==> src/hw/rtl/mjdcal_pkg.sv <==
// Types and constants of the MJD to calendar date unit.
package mjdcal_pkg;

    localparam int NUM_STAGES = 7;
    typedef logic [NUM_STAGES-1:0] t_stage_vec;

    // Field widths
    localparam int MJD_W   = 23;
    localparam int FRAC_W  = 32;
    localparam int YEAR_W  = 14;
    localparam int MONTH_W = 4;
    localparam int DAY_W   = 5;
    localparam int HOUR_W  = 5;
    localparam int MIN_W   = 6;
    localparam int SEC_W   = 6;
    localparam int MSEC_W  = 10;

    localparam int FRACTION_BITS = 32;

    // ---- date path ----
    localparam int Z_W  = 24;       // julian day number, signed
    localparam int NA_W = 25;       // numerator of the century term
    localparam int AL_W = 8;        // century correction alpha
    localparam int B_W  = 25;
    localparam int NC_W = 30;       // biased numerator of the year term
    localparam int CQ_W = 15;
    localparam int C_W  = 16;
    localparam int X_W  = 9;        // day within the march-based year
    localparam int E_W  = 4;

    localparam int JD_OFFSET       = 2400001;
    localparam int GREGORIAN_START = 2299161;
    localparam int ALPHA_OFFSET    = 7468865;
    localparam int ALPHA_DIV       = 146097;
    localparam int B_OFFSET        = 1524;
    localparam int C_DIV           = 36525;
    localparam int C_BIAS          = 5000;   // keeps the year numerator positive
    localparam int C_NUM_OFFSET    = 100 * B_OFFSET - 12210 + C_BIAS * C_DIV;
    localparam int DAYS_4Y         = 1461;
    localparam int YEAR_OFF_LATE   = 4716;
    localparam int YEAR_OFF_EARLY  = 4715;
    localparam int MONTH_WRAP      = 14;

    localparam int S_ALPHA = NA_W + 18;
    localparam logic [63:0] M_ALPHA_FULL =
        ((64'd1 << S_ALPHA) + 64'(ALPHA_DIV) - 64'd1) / 64'(ALPHA_DIV);
    localparam logic [25:0] M_ALPHA = M_ALPHA_FULL[25:0];

    localparam int S_C = NC_W + 16;
    localparam logic [63:0] M_C_FULL =
        ((64'd1 << S_C) + 64'(C_DIV) - 64'd1) / 64'(C_DIV);
    localparam logic [30:0] M_C = M_C_FULL[30:0];

    // floor(30.6001 * k): days before month step k
    localparam logic [X_W-1:0] DAY_OFFSET [16] = '{
        9'd0,   9'd30,  9'd61,  9'd91,  9'd122, 9'd153, 9'd183, 9'd214,
        9'd244, 9'd275, 9'd306, 9'd336, 9'd367, 9'd397, 9'd428, 9'd459
    };

    // ---- time path ----
    localparam int MS_W    = 27;
    localparam int PROD_W  = FRAC_W + MS_W;
    localparam int QS_W    = 17;
    localparam int QM_W    = 11;
    localparam logic [MS_W-1:0] MS_PER_DAY = 27'd86400000;
    localparam logic [FRAC_W-1:0] FRAC_MASK = (FRACTION_BITS >= FRAC_W) ? '1 :
        FRAC_W'((64'd1 << FRACTION_BITS) - 64'd1);

    localparam int MS_PER_S  = 1000;
    localparam int S_PER_MIN = 60;
    localparam int MIN_PER_H = 60;

    localparam int S_MS_TO_S = MS_W + 10;
    localparam logic [63:0] M_MS_TO_S_FULL =
        ((64'd1 << S_MS_TO_S) + 64'(MS_PER_S) - 64'd1) / 64'(MS_PER_S);
    localparam logic [27:0] M_MS_TO_S = M_MS_TO_S_FULL[27:0];

    localparam int S_S_TO_MIN = QS_W + 6;
    localparam logic [63:0] M_S_TO_MIN_FULL =
        ((64'd1 << S_S_TO_MIN) + 64'(S_PER_MIN) - 64'd1) / 64'(S_PER_MIN);
    localparam logic [17:0] M_S_TO_MIN = M_S_TO_MIN_FULL[17:0];

    localparam int S_MIN_TO_H = QM_W + 6;
    localparam logic [63:0] M_MIN_TO_H_FULL =
        ((64'd1 << S_MIN_TO_H) + 64'(MIN_PER_H) - 64'd1) / 64'(MIN_PER_H);
    localparam logic [11:0] M_MIN_TO_H = M_MIN_TO_H_FULL[11:0];

endpackage

==> src/hw/rtl/mjdcal_pipe_ctrl.sv <==
// Valid bits and per-stage load enables of the conversion pipeline.
module mjdcal_pipe_ctrl (
    input  logic                    i_clk,
    input  logic                    i_rst_n,
    input  logic                    i_valid,
    output logic                    o_stall,
    output logic                    o_valid,
    input  logic                    i_stall,
    output mjdcal_pkg::t_stage_vec  o_load
);
    import mjdcal_pkg::*;

    t_stage_vec r_vld;
    t_stage_vec n_vld;
    t_stage_vec w_load;
    t_stage_vec w_shift;

    // A stage loads when it is empty or its successor loads: bubbles close up.
    always_comb begin
        w_load[NUM_STAGES-1] = !r_vld[NUM_STAGES-1] || !i_stall;
        for (int k = NUM_STAGES - 2; k >= 0; k--) begin
            w_load[k] = !r_vld[k] || w_load[k+1];
        end
        w_shift = {r_vld[NUM_STAGES-2:0], i_valid};
        for (int k = 0; k < NUM_STAGES; k++) begin
            n_vld[k] = w_load[k] ? w_shift[k] : r_vld[k];
        end
    end

    always_ff @(posedge i_clk) begin
        if (!i_rst_n) begin
            r_vld <= '0;
        end else begin
            r_vld <= n_vld;
        end
    end

    assign o_load  = w_load;
    assign o_stall = !w_load[0];
    assign o_valid = r_vld[NUM_STAGES-1];

endmodule

==> src/hw/rtl/mjdcal_date_pipe.sv <==
// Date path: julian day number to year, month and day over seven stages.
module mjdcal_date_pipe (
    input  logic                                   i_clk,
    input  mjdcal_pkg::t_stage_vec                 i_load,
    input  logic signed [mjdcal_pkg::MJD_W-1:0]    i_mjd_day,
    output logic        [mjdcal_pkg::YEAR_W-1:0]   o_year,
    output logic        [mjdcal_pkg::MONTH_W-1:0]  o_month,
    output logic        [mjdcal_pkg::DAY_W-1:0]    o_day_of_month
);
    import mjdcal_pkg::*;

    // stage 1: julian day number, calendar select
    logic signed [Z_W-1:0]  w_z;
    logic                   w_greg;
    logic signed [Z_W+1:0]  w_n4;
    logic signed [Z_W-1:0]  r1_z;
    logic                   r1_greg;
    logic [NA_W-1:0]        r1_nalpha;

    assign w_z    = $signed({i_mjd_day[MJD_W-1], i_mjd_day}) + Z_W'(JD_OFFSET);
    assign w_greg = w_z >= Z_W'(GREGORIAN_START);
    assign w_n4   = $signed({w_z, 2'b00}) - (Z_W+2)'(ALPHA_OFFSET);

    always_ff @(posedge i_clk) begin
        if (i_load[0]) begin
            r1_z      <= w_z;
            r1_greg   <= w_greg;
            r1_nalpha <= w_greg ? w_n4[NA_W-1:0] : '0;
        end
    end

    // stage 2: alpha = floor(n / 146097) by reciprocal
    logic [NA_W+26-1:0]     w_pa;
    logic signed [Z_W-1:0]  r2_z;
    logic                   r2_greg;
    logic [AL_W-1:0]        r2_alpha;

    assign w_pa = (NA_W+26)'(r1_nalpha) * (NA_W+26)'(M_ALPHA);

    always_ff @(posedge i_clk) begin
        if (i_load[1]) begin
            r2_z     <= r1_z;
            r2_greg  <= r1_greg;
            r2_alpha <= w_pa[S_ALPHA +: AL_W];
        end
    end

    // stage 3: corrected day a, b = a + 1524, biased year numerator
    logic signed [B_W-1:0]  w_zx;
    logic signed [B_W-1:0]  w_a;
    logic signed [31:0]     w_nc;
    logic signed [B_W-1:0]  r3_b;
    logic [NC_W-1:0]        r3_nc;

    assign w_zx = $signed({r2_z[Z_W-1], r2_z});
    assign w_a  = r2_greg ? (w_zx + B_W'(1) + $signed({17'd0, r2_alpha})
                             - $signed({19'd0, r2_alpha[AL_W-1:2]}))
                          : w_zx;
    assign w_nc = $signed({{(32-B_W){w_a[B_W-1]}}, w_a}) * 32'sd100 + 32'(C_NUM_OFFSET);

    always_ff @(posedge i_clk) begin
        if (i_load[2]) begin
            r3_b  <= w_a + B_W'(B_OFFSET);
            r3_nc <= w_nc[NC_W-1:0];
        end
    end

    // stage 4: c = floor((100b - 12210) / 36525)
    logic [NC_W+31-1:0]     w_pc;
    logic [CQ_W-1:0]        w_cq;
    logic signed [B_W-1:0]  r4_b;
    logic signed [C_W-1:0]  r4_c;

    assign w_pc = (NC_W+31)'(r3_nc) * (NC_W+31)'(M_C);
    assign w_cq = w_pc[S_C +: CQ_W];

    always_ff @(posedge i_clk) begin
        if (i_load[3]) begin
            r4_b <= r3_b;
            r4_c <= $signed({1'b0, w_cq}) - C_W'(C_BIAS);
        end
    end

    // stage 5: x = b - floor(1461c / 4)
    logic signed [26:0]     w_dp;
    logic signed [26:0]     w_d;
    logic signed [26:0]     w_x;
    logic [X_W-1:0]         r5_x;
    logic signed [C_W-1:0]  r5_c;

    assign w_dp = $signed({{(27-C_W){r4_c[C_W-1]}}, r4_c}) * 27'(DAYS_4Y);
    assign w_d  = w_dp >>> 2;
    assign w_x  = $signed({{(27-B_W){r4_b[B_W-1]}}, r4_b}) - w_d;

    always_ff @(posedge i_clk) begin
        if (i_load[4]) begin
            r5_x <= w_x[X_W-1:0];
            r5_c <= r4_c;
        end
    end

    // stage 6: month step e; offsets rise, so the compares form a thermometer
    logic [16:0]            w_gt;
    logic [15:0]            w_oh;
    logic [E_W-1:0]         w_e;
    logic [X_W-1:0]         w_fsel;
    logic [E_W-1:0]         r6_e;
    logic [X_W-1:0]         r6_x;
    logic [X_W-1:0]         r6_fsel;
    logic signed [C_W-1:0]  r6_c;

    always_comb begin
        w_gt[16] = 1'b0;
        for (int k = 0; k < 16; k++) begin
            w_gt[k] = r5_x > DAY_OFFSET[k];
        end
        w_e    = '0;
        w_fsel = '0;
        for (int k = 0; k < 16; k++) begin
            w_oh[k] = w_gt[k] && !w_gt[k+1];
            w_e     = w_e | (w_oh[k] ? E_W'(k) : '0);
            w_fsel  = w_fsel | (w_oh[k] ? DAY_OFFSET[k] : '0);
        end
    end

    always_ff @(posedge i_clk) begin
        if (i_load[5]) begin
            r6_e    <= w_e;
            r6_x    <= r5_x;
            r6_fsel <= w_fsel;
            r6_c    <= r5_c;
        end
    end

    // stage 7: day, month, year
    logic [X_W-1:0]         w_day;
    logic [MONTH_W-1:0]     w_month;
    logic signed [C_W-1:0]  w_year;
    logic [YEAR_W-1:0]      r_year;
    logic [MONTH_W-1:0]     r_month;
    logic [DAY_W-1:0]       r_day;

    assign w_day   = r6_x - r6_fsel;
    assign w_month = (r6_e < E_W'(MONTH_WRAP)) ? (r6_e - 4'd1) : (r6_e - 4'd13);
    assign w_year  = (w_month > 4'd2) ? (r6_c - C_W'(YEAR_OFF_LATE))
                                      : (r6_c - C_W'(YEAR_OFF_EARLY));

    always_ff @(posedge i_clk) begin
        if (i_load[6]) begin
            r_year  <= w_year[YEAR_W-1:0];
            r_month <= w_month;
            r_day   <= w_day[DAY_W-1:0];
        end
    end

    assign o_year         = r_year;
    assign o_month        = r_month;
    assign o_day_of_month = r_day;

endmodule

==> src/hw/rtl/mjdcal_time_pipe.sv <==
// Time path: day fraction to hour, minute, second and millisecond over seven stages.
module mjdcal_time_pipe (
    input  logic                                i_clk,
    input  mjdcal_pkg::t_stage_vec              i_load,
    input  logic [mjdcal_pkg::FRAC_W-1:0]       i_day_fraction,
    output logic [mjdcal_pkg::HOUR_W-1:0]       o_hour,
    output logic [mjdcal_pkg::MIN_W-1:0]        o_minute,
    output logic [mjdcal_pkg::SEC_W-1:0]        o_second,
    output logic [mjdcal_pkg::MSEC_W-1:0]       o_millisecond
);
    import mjdcal_pkg::*;

    // stage 1: ms = floor(fraction * 86400000 / 2^FRACTION_BITS)
    logic [FRAC_W-1:0]  w_frac;
    logic [PROD_W-1:0]  w_p1;
    logic [PROD_W-1:0]  w_p1_sh;
    logic [MS_W-1:0]    r1_ms;

    assign w_frac  = i_day_fraction & FRAC_MASK;
    assign w_p1    = PROD_W'(w_frac) * PROD_W'(MS_PER_DAY);
    assign w_p1_sh = w_p1 >> FRACTION_BITS;

    always_ff @(posedge i_clk) begin
        if (i_load[0]) begin
            r1_ms <= w_p1_sh[MS_W-1:0];
        end
    end

    // stage 2: whole seconds
    logic [MS_W+28-1:0] w_p2;
    logic [MS_W-1:0]    r2_ms;
    logic [QS_W-1:0]    r2_qs;

    assign w_p2 = (MS_W+28)'(r1_ms) * (MS_W+28)'(M_MS_TO_S);

    always_ff @(posedge i_clk) begin
        if (i_load[1]) begin
            r2_ms <= r1_ms;
            r2_qs <= w_p2[S_MS_TO_S +: QS_W];
        end
    end

    // stage 3: millisecond remainder
    logic [MS_W-1:0]    w_msec;
    logic [QS_W-1:0]    r3_qs;
    logic [MSEC_W-1:0]  r3_msec;

    assign w_msec = r2_ms - MS_W'(r2_qs) * MS_W'(MS_PER_S);

    always_ff @(posedge i_clk) begin
        if (i_load[2]) begin
            r3_qs   <= r2_qs;
            r3_msec <= w_msec[MSEC_W-1:0];
        end
    end

    // stage 4: whole minutes
    logic [QS_W+18-1:0] w_p4;
    logic [QS_W-1:0]    r4_qs;
    logic [QM_W-1:0]    r4_qm;
    logic [MSEC_W-1:0]  r4_msec;

    assign w_p4 = (QS_W+18)'(r3_qs) * (QS_W+18)'(M_S_TO_MIN);

    always_ff @(posedge i_clk) begin
        if (i_load[3]) begin
            r4_qs   <= r3_qs;
            r4_qm   <= w_p4[S_S_TO_MIN +: QM_W];
            r4_msec <= r3_msec;
        end
    end

    // stage 5: second remainder
    logic [QS_W-1:0]    w_sec;
    logic [QM_W-1:0]    r5_qm;
    logic [SEC_W-1:0]   r5_sec;
    logic [MSEC_W-1:0]  r5_msec;

    assign w_sec = r4_qs - QS_W'(r4_qm) * QS_W'(S_PER_MIN);

    always_ff @(posedge i_clk) begin
        if (i_load[4]) begin
            r5_qm   <= r4_qm;
            r5_sec  <= w_sec[SEC_W-1:0];
            r5_msec <= r4_msec;
        end
    end

    // stage 6: hours
    logic [QM_W+12-1:0] w_p6;
    logic [QM_W-1:0]    r6_qm;
    logic [HOUR_W-1:0]  r6_hour;
    logic [SEC_W-1:0]   r6_sec;
    logic [MSEC_W-1:0]  r6_msec;

    assign w_p6 = (QM_W+12)'(r5_qm) * (QM_W+12)'(M_MIN_TO_H);

    always_ff @(posedge i_clk) begin
        if (i_load[5]) begin
            r6_qm   <= r5_qm;
            r6_hour <= w_p6[S_MIN_TO_H +: HOUR_W];
            r6_sec  <= r5_sec;
            r6_msec <= r5_msec;
        end
    end

    // stage 7: minute remainder
    logic [QM_W-1:0]    w_min;
    logic [HOUR_W-1:0]  r_hour;
    logic [MIN_W-1:0]   r_minute;
    logic [SEC_W-1:0]   r_second;
    logic [MSEC_W-1:0]  r_msec;

    assign w_min = r6_qm - QM_W'(r6_hour) * QM_W'(MIN_PER_H);

    always_ff @(posedge i_clk) begin
        if (i_load[6]) begin
            r_hour   <= r6_hour;
            r_minute <= w_min[MIN_W-1:0];
            r_second <= r6_sec;
            r_msec   <= r6_msec;
        end
    end

    assign o_hour        = r_hour;
    assign o_minute      = r_minute;
    assign o_second      = r_second;
    assign o_millisecond = r_msec;

endmodule

==> src/hw/rtl/mjd_to_calendar_date_unit.sv <==
// Top level of the MJD to calendar date and time-of-day converter.
// Converts a Modified Julian Date (signed whole days plus a binary day fraction) into
// year, month, day and time of day to the millisecond; days before JD 2299161 follow the
// Julian calendar, later ones the Gregorian. One transfer can be taken every clock while
// the output is not stalled, and each result passes through the seven register stages of
// the date path, which chains reciprocal multiplies for the century and year divisions,
// with the time path running alongside at equal depth. Every stage carries a valid bit
// and loads whenever it is empty or its successor moves, so a stall on the output only
// holds back stages that are full and empty slots keep filling. No state survives between
// items; reset clears only the valid bits.
module mjd_to_calendar_date_unit (
    input  logic                                   i_clk,
    input  logic                                   i_rst_n,
    input  logic                                   i_valid,
    output logic                                   o_stall,
    input  logic signed [mjdcal_pkg::MJD_W-1:0]    i_mjd_day,
    input  logic        [mjdcal_pkg::FRAC_W-1:0]   i_day_fraction,
    output logic                                   o_valid,
    input  logic                                   i_stall,
    output logic signed [mjdcal_pkg::YEAR_W-1:0]   o_year,
    output logic        [mjdcal_pkg::MONTH_W-1:0]  o_month,
    output logic        [mjdcal_pkg::DAY_W-1:0]    o_day_of_month,
    output logic        [mjdcal_pkg::HOUR_W-1:0]   o_hour,
    output logic        [mjdcal_pkg::MIN_W-1:0]    o_minute,
    output logic        [mjdcal_pkg::SEC_W-1:0]    o_second,
    output logic        [mjdcal_pkg::MSEC_W-1:0]   o_millisecond
);
    import mjdcal_pkg::*;

    t_stage_vec         w_load;
    logic [YEAR_W-1:0]  w_year;

    mjdcal_pipe_ctrl u_ctrl (
        .i_clk   (i_clk),
        .i_rst_n (i_rst_n),
        .i_valid (i_valid),
        .o_stall (o_stall),
        .o_valid (o_valid),
        .i_stall (i_stall),
        .o_load  (w_load)
    );

    mjdcal_date_pipe u_date (
        .i_clk          (i_clk),
        .i_load         (w_load),
        .i_mjd_day      (i_mjd_day),
        .o_year         (w_year),
        .o_month        (o_month),
        .o_day_of_month (o_day_of_month)
    );

    mjdcal_time_pipe u_time (
        .i_clk          (i_clk),
        .i_load         (w_load),
        .i_day_fraction (i_day_fraction),
        .o_hour         (o_hour),
        .o_minute       (o_minute),
        .o_second       (o_second),
        .o_millisecond  (o_millisecond)
    );

    assign o_year = $signed(w_year);

endmodule

==> config.mk <==
export PLATFORM = sky130hd
export DESIGN_NAME = mjd_to_calendar_date_unit
export DESIGN_NICKNAME = d
export VERILOG_FILES = /design/src/hw/rtl/mjdcal_pkg.sv /design/src/hw/rtl/mjdcal_pipe_ctrl.sv /design/src/hw/rtl/mjdcal_date_pipe.sv /design/src/hw/rtl/mjdcal_time_pipe.sv /design/src/hw/rtl/mjd_to_calendar_date_unit.sv
export SDC_FILE = /design/constraint.sdc
export NUM_CORES = 2
export LEC_CHECK = 0
export BUFFER_PORTS_ARGS = -buffer_cell sky130_fd_sc_hd__buf_2
export CORE_ASPECT_RATIO = 1.75
export CORE_MARGIN = 8
export CORE_UTILIZATION = 25
export DETAILED_ROUTE_END_ITERATION = 10
export SLEW_MARGIN = 20
export SYNTH_ARGS = -nofsm -noshare
export SYNTH_HDL_FRONTEND = slang
export SYNTH_SLANG_ARGS = --single-unit
==> constraint.sdc <==
create_clock -name i_clk -period 9.5 [get_ports i_clk]
set_input_delay 1.425 -clock i_clk [delete_from_list [all_inputs] [get_ports i_clk]]
set_output_delay 1.425 -clock i_clk [all_outputs]
set_load 0.01 [all_outputs]
==> run metrics <==
layout cells sized above 1=3.863%; post-synthesis mux area share=0.2728%; area grow syn2layout=9.862%; PortBufs=110; CP max stage cell=fa_1; CP bufs+invs=5; Crit Reg-Reg Startpoint=u_date.r3_nc[18]; Critical Path RT=9.88 ns; htree depth=2; Die Y-Extent=705.4 um; Hold Vio Cnt, Final=0; core area=270,700 um2; area share of fa/ha/maj cells after synthesis=58.04%; Pre-antenna DRT Iters=5; Crit Reg-Reg Endpoint=u_date.r4_c[13]; initial antenna violation count=11; CTS tree=built; Syn Nets=8,729; largest net degree at the start of global routing=65; WP data arrival=9.40 ns; Starting Density=25.08%; cell mode on critical path=fa_1; GR Overflow Total=0; Setup crit end kind=flop; post-synthesis register bit count=412; all-layer global routing usage=12.52%; clock sinks=412; compound-cell area share of the yosys netlist=5.861%; commonest register cell after synthesis=edfxtp_1; syn_area_per_cell=10.99 um2; worst hold slack=0.3953 ns; Max Freq=110.9 MHz; CTS buffer count=46; number of synthesized flops with an enable pin=405; delay-heaviest family, CP=adder cells; Synth top cells by count=1,786 x inv_1, 1,391 x ha_1, 1,099 x fa_1, 405 x edfxtp_1, 188 x xnor2_1; vias per inst=4.308; Gate Count Post-Synth=6,180; CTS resizes=0; slowest stage delay, CP=0.81 ns; Sequential Area=12,300 um2; Synth top area share=32.41%; post-synthesis cell area=67,890 um2; Final min period=9.016 ns; Setup crit start kind=flop; Final setup viols=0; Layout Nets=8,879; clk_lat worst skew=0.64 ns; CTS Root Cell=clkbuf_16; largest family of logic cells by synthesized area=adder cells; critical path endpoint=u_date.r4_c[13]; Final ANT Viol Nets=0; Die ar.=289,200 um2; Max transition margin=33.38%; Max Slew Vio Count=0; via count=42,830; setup tns final=0 ns; first-iteration detailed-routing DRC count=1,456; post-synthesis xor/xnor area fraction=3.468%; Synth warnings=0; unrepaired setup endpoints after global routing=false; critical path depth in cells=27; largest cells by area after synthesis=fa_1 32%, ha_1 26%, edfxtp_1 18%; slew of the pin with the lowest slew margin=0.9993 ns; HPWL after DPL=163,000 um; worst setup path class=reg -> reg; IO Count=111; count leader, synth=inv_1; FP Rows=253; reg2reg setup slack=0.48 ns; post-synthesis simple-gate area fraction=4.195%; # DRC=0; Post-Route WL=180,800 um; Worst Setup SP=u_date.r3_nc[18]; fin crit share=94.91%; Fill cells=28,185; Post-CTS Setup Bufs=0; status=finished, final reports clean; crit path max fanout=5; first-pass GRT wire length=280,100 um; Hold Buf Count CTS=0; synth unique cells=79; vias in the first global route=48,979; Die W=409.9 um; worst r2r path cells=27; top cell type by total area after synthesis=fa_1; Post-synth ARST share=0%; maximum clock path buffer count=3; clock slew at reported path FFs=0.07 ns; footprint of the multi-input gates=48,810 um2; Worst Clk Skew=0.03613 ns; worst hold-check path type=reg -> reg; gpl congestion=1.029; Max Cap Violations=0; sequential fraction of the synthesis area=18.12%; Routed WL per cell=18.19 um
==> registers in the layout, summed over array words and instances, names as in the netlist, 10 cells and up <==
signal,count
u_time.r3_msec,10
u_date.o_year,14
u_date.r6_c,14
u_time.r1_ms,27
u_time.r3_qs,17
u_date.r1_z,24
u_time.r2_qs,17
u_time.r6_msec,10
u_date.r4_c,14
u_date.r3_nc,28
u_time.r4_qm,11
u_date.r5_c,14
u_time.r5_qm,11
u_time.r4_msec,10
u_time.r5_msec,10
u_time.o_millisecond,10
u_date.r1_nalpha,24
u_time.r2_ms,10
u_date.r2_z,24
==> cell type report <==
type | count | share of cell area, %
Timing Repair Buffer | 129 | 0.9293
Tap cell | 3570 | 5.989
Clock buffer | 54 | 1.584
Multi-Input combinational cell | 3955 | 65.44
Clock inverter | 32 | 0.5653
Sequential cell | 412 | 16.49
Inverter | 1786 | 8.988
Antenna cell | 4 | 0.01342
==> cells by family after synthesis <==
group / after synthesis
adders and majority gates: 2490
buffers and inverters: 1813
AOI/OAI and AO/OA: 602
and+or+nand+nor: 577
DFF: 412
xor gates and xnor gates: 268
muxes: 18
==> stage by stage <==
step / std cells / util [%] / worst slack (ns) / instance area, um2
2_1_floorplan: 6180 / - / 1.344 / 67890
3_3_place_gp: 9852 / 26.96 / 0.5591 / 72960
3_5_place_dp: 9852 / 26.96 / 0.5380 / 72960
4_1_cts: 9938 / 27.55 / 0.5306 / 74570
5_1_grt: 9938 / 27.55 / 0.1920 / 74580
6_report: 9942 / 27.56 / 0.4836 / 74590
==> routing by layer <==
layer	wire length (um)	track usage [%]	share of wire, %
met1	61520	12.27	34
met4	13900	7.593	7.7
met5	70	0	0.039
met2	99590	24.70	55
met3	5723	1.444	3.2
==> how the worst min path moves through the flow <==
| stage | start | end | slack, ns | depth (start not counted) |
|---|---|---|---|---|
| after floorplan | u_date.r1_greg | u_date.r2_greg | 0.40 | 0 |
| after global placement | u_date.r1_z[13] | u_date.r2_z[13] | 0.40 | 0 |
| after detailed placement | u_date.r5_c[13] | u_date.r6_c[13] | 0.40 | 0 |
| after CTS | u_date.r5_c[13] | u_date.r6_c[13] | 0.39 | 0 |
| after global routing | u_time.r6_msec[8] | u_time.o_millisecond[8] | 0.40 | 0 |
| final | u_date.r5_c[13] | u_date.r6_c[13] | 0.40 | 0 |
==> worst register-to-register path, cell delays in order (launching register included) <==
cell and delay, ns:
edfxtp_1 0.42, fa_1 0.62, inv_1 0.10, fa_1 0.47, fa_1 0.51, inv_1 0.05, fa_1 0.51, fa_1 0.81
fa_1 0.50, fa_1 0.55, inv_1 0.06, fa_1 0.50, inv_1 0.04, ha_1 0.31, nand3_1 0.16, nor3_1 0.37
nand4_1 0.21, a2111oi_0 0.56, a2111oi_0 0.18, xnor2_1 0.34, inv_1 0.11, ha_1 0.22, or3b_4 0.25, and4_4 0.28
a22oi_1 0.11, or3_1 0.37, nand3_1 0.10, xnor2_1 0.06
==> placed cells by master (no fill, tap or decap), types with 12 or more instances in the layout <==
cell type	n
o21ai_0	104
o21bai_1	20
o21a_1	39
nand4_1	28
nor3_1	46
a211oi_1	23
nor2b_1	28
xor2_1	79
nor2_1	162
a21o_1	103
or3_1	12
nand2_1	118
and3_1	30
edfxtp_1	405
buf_2	110
o211ai_1	15
nand2b_1	18
xnor2_1	188
a31oi_1	28
nand3_1	52
buf_4	19
a21oi_1	165
ha_1	1391
clkbuf_16	46
and2_1	18
mux2i_1	14
fa_1	1099
inv_1	1783
Power is left out: the tool's default activity adds up to more than one toggle a clock period on the data nets, which glitch-free logic cannot reach.
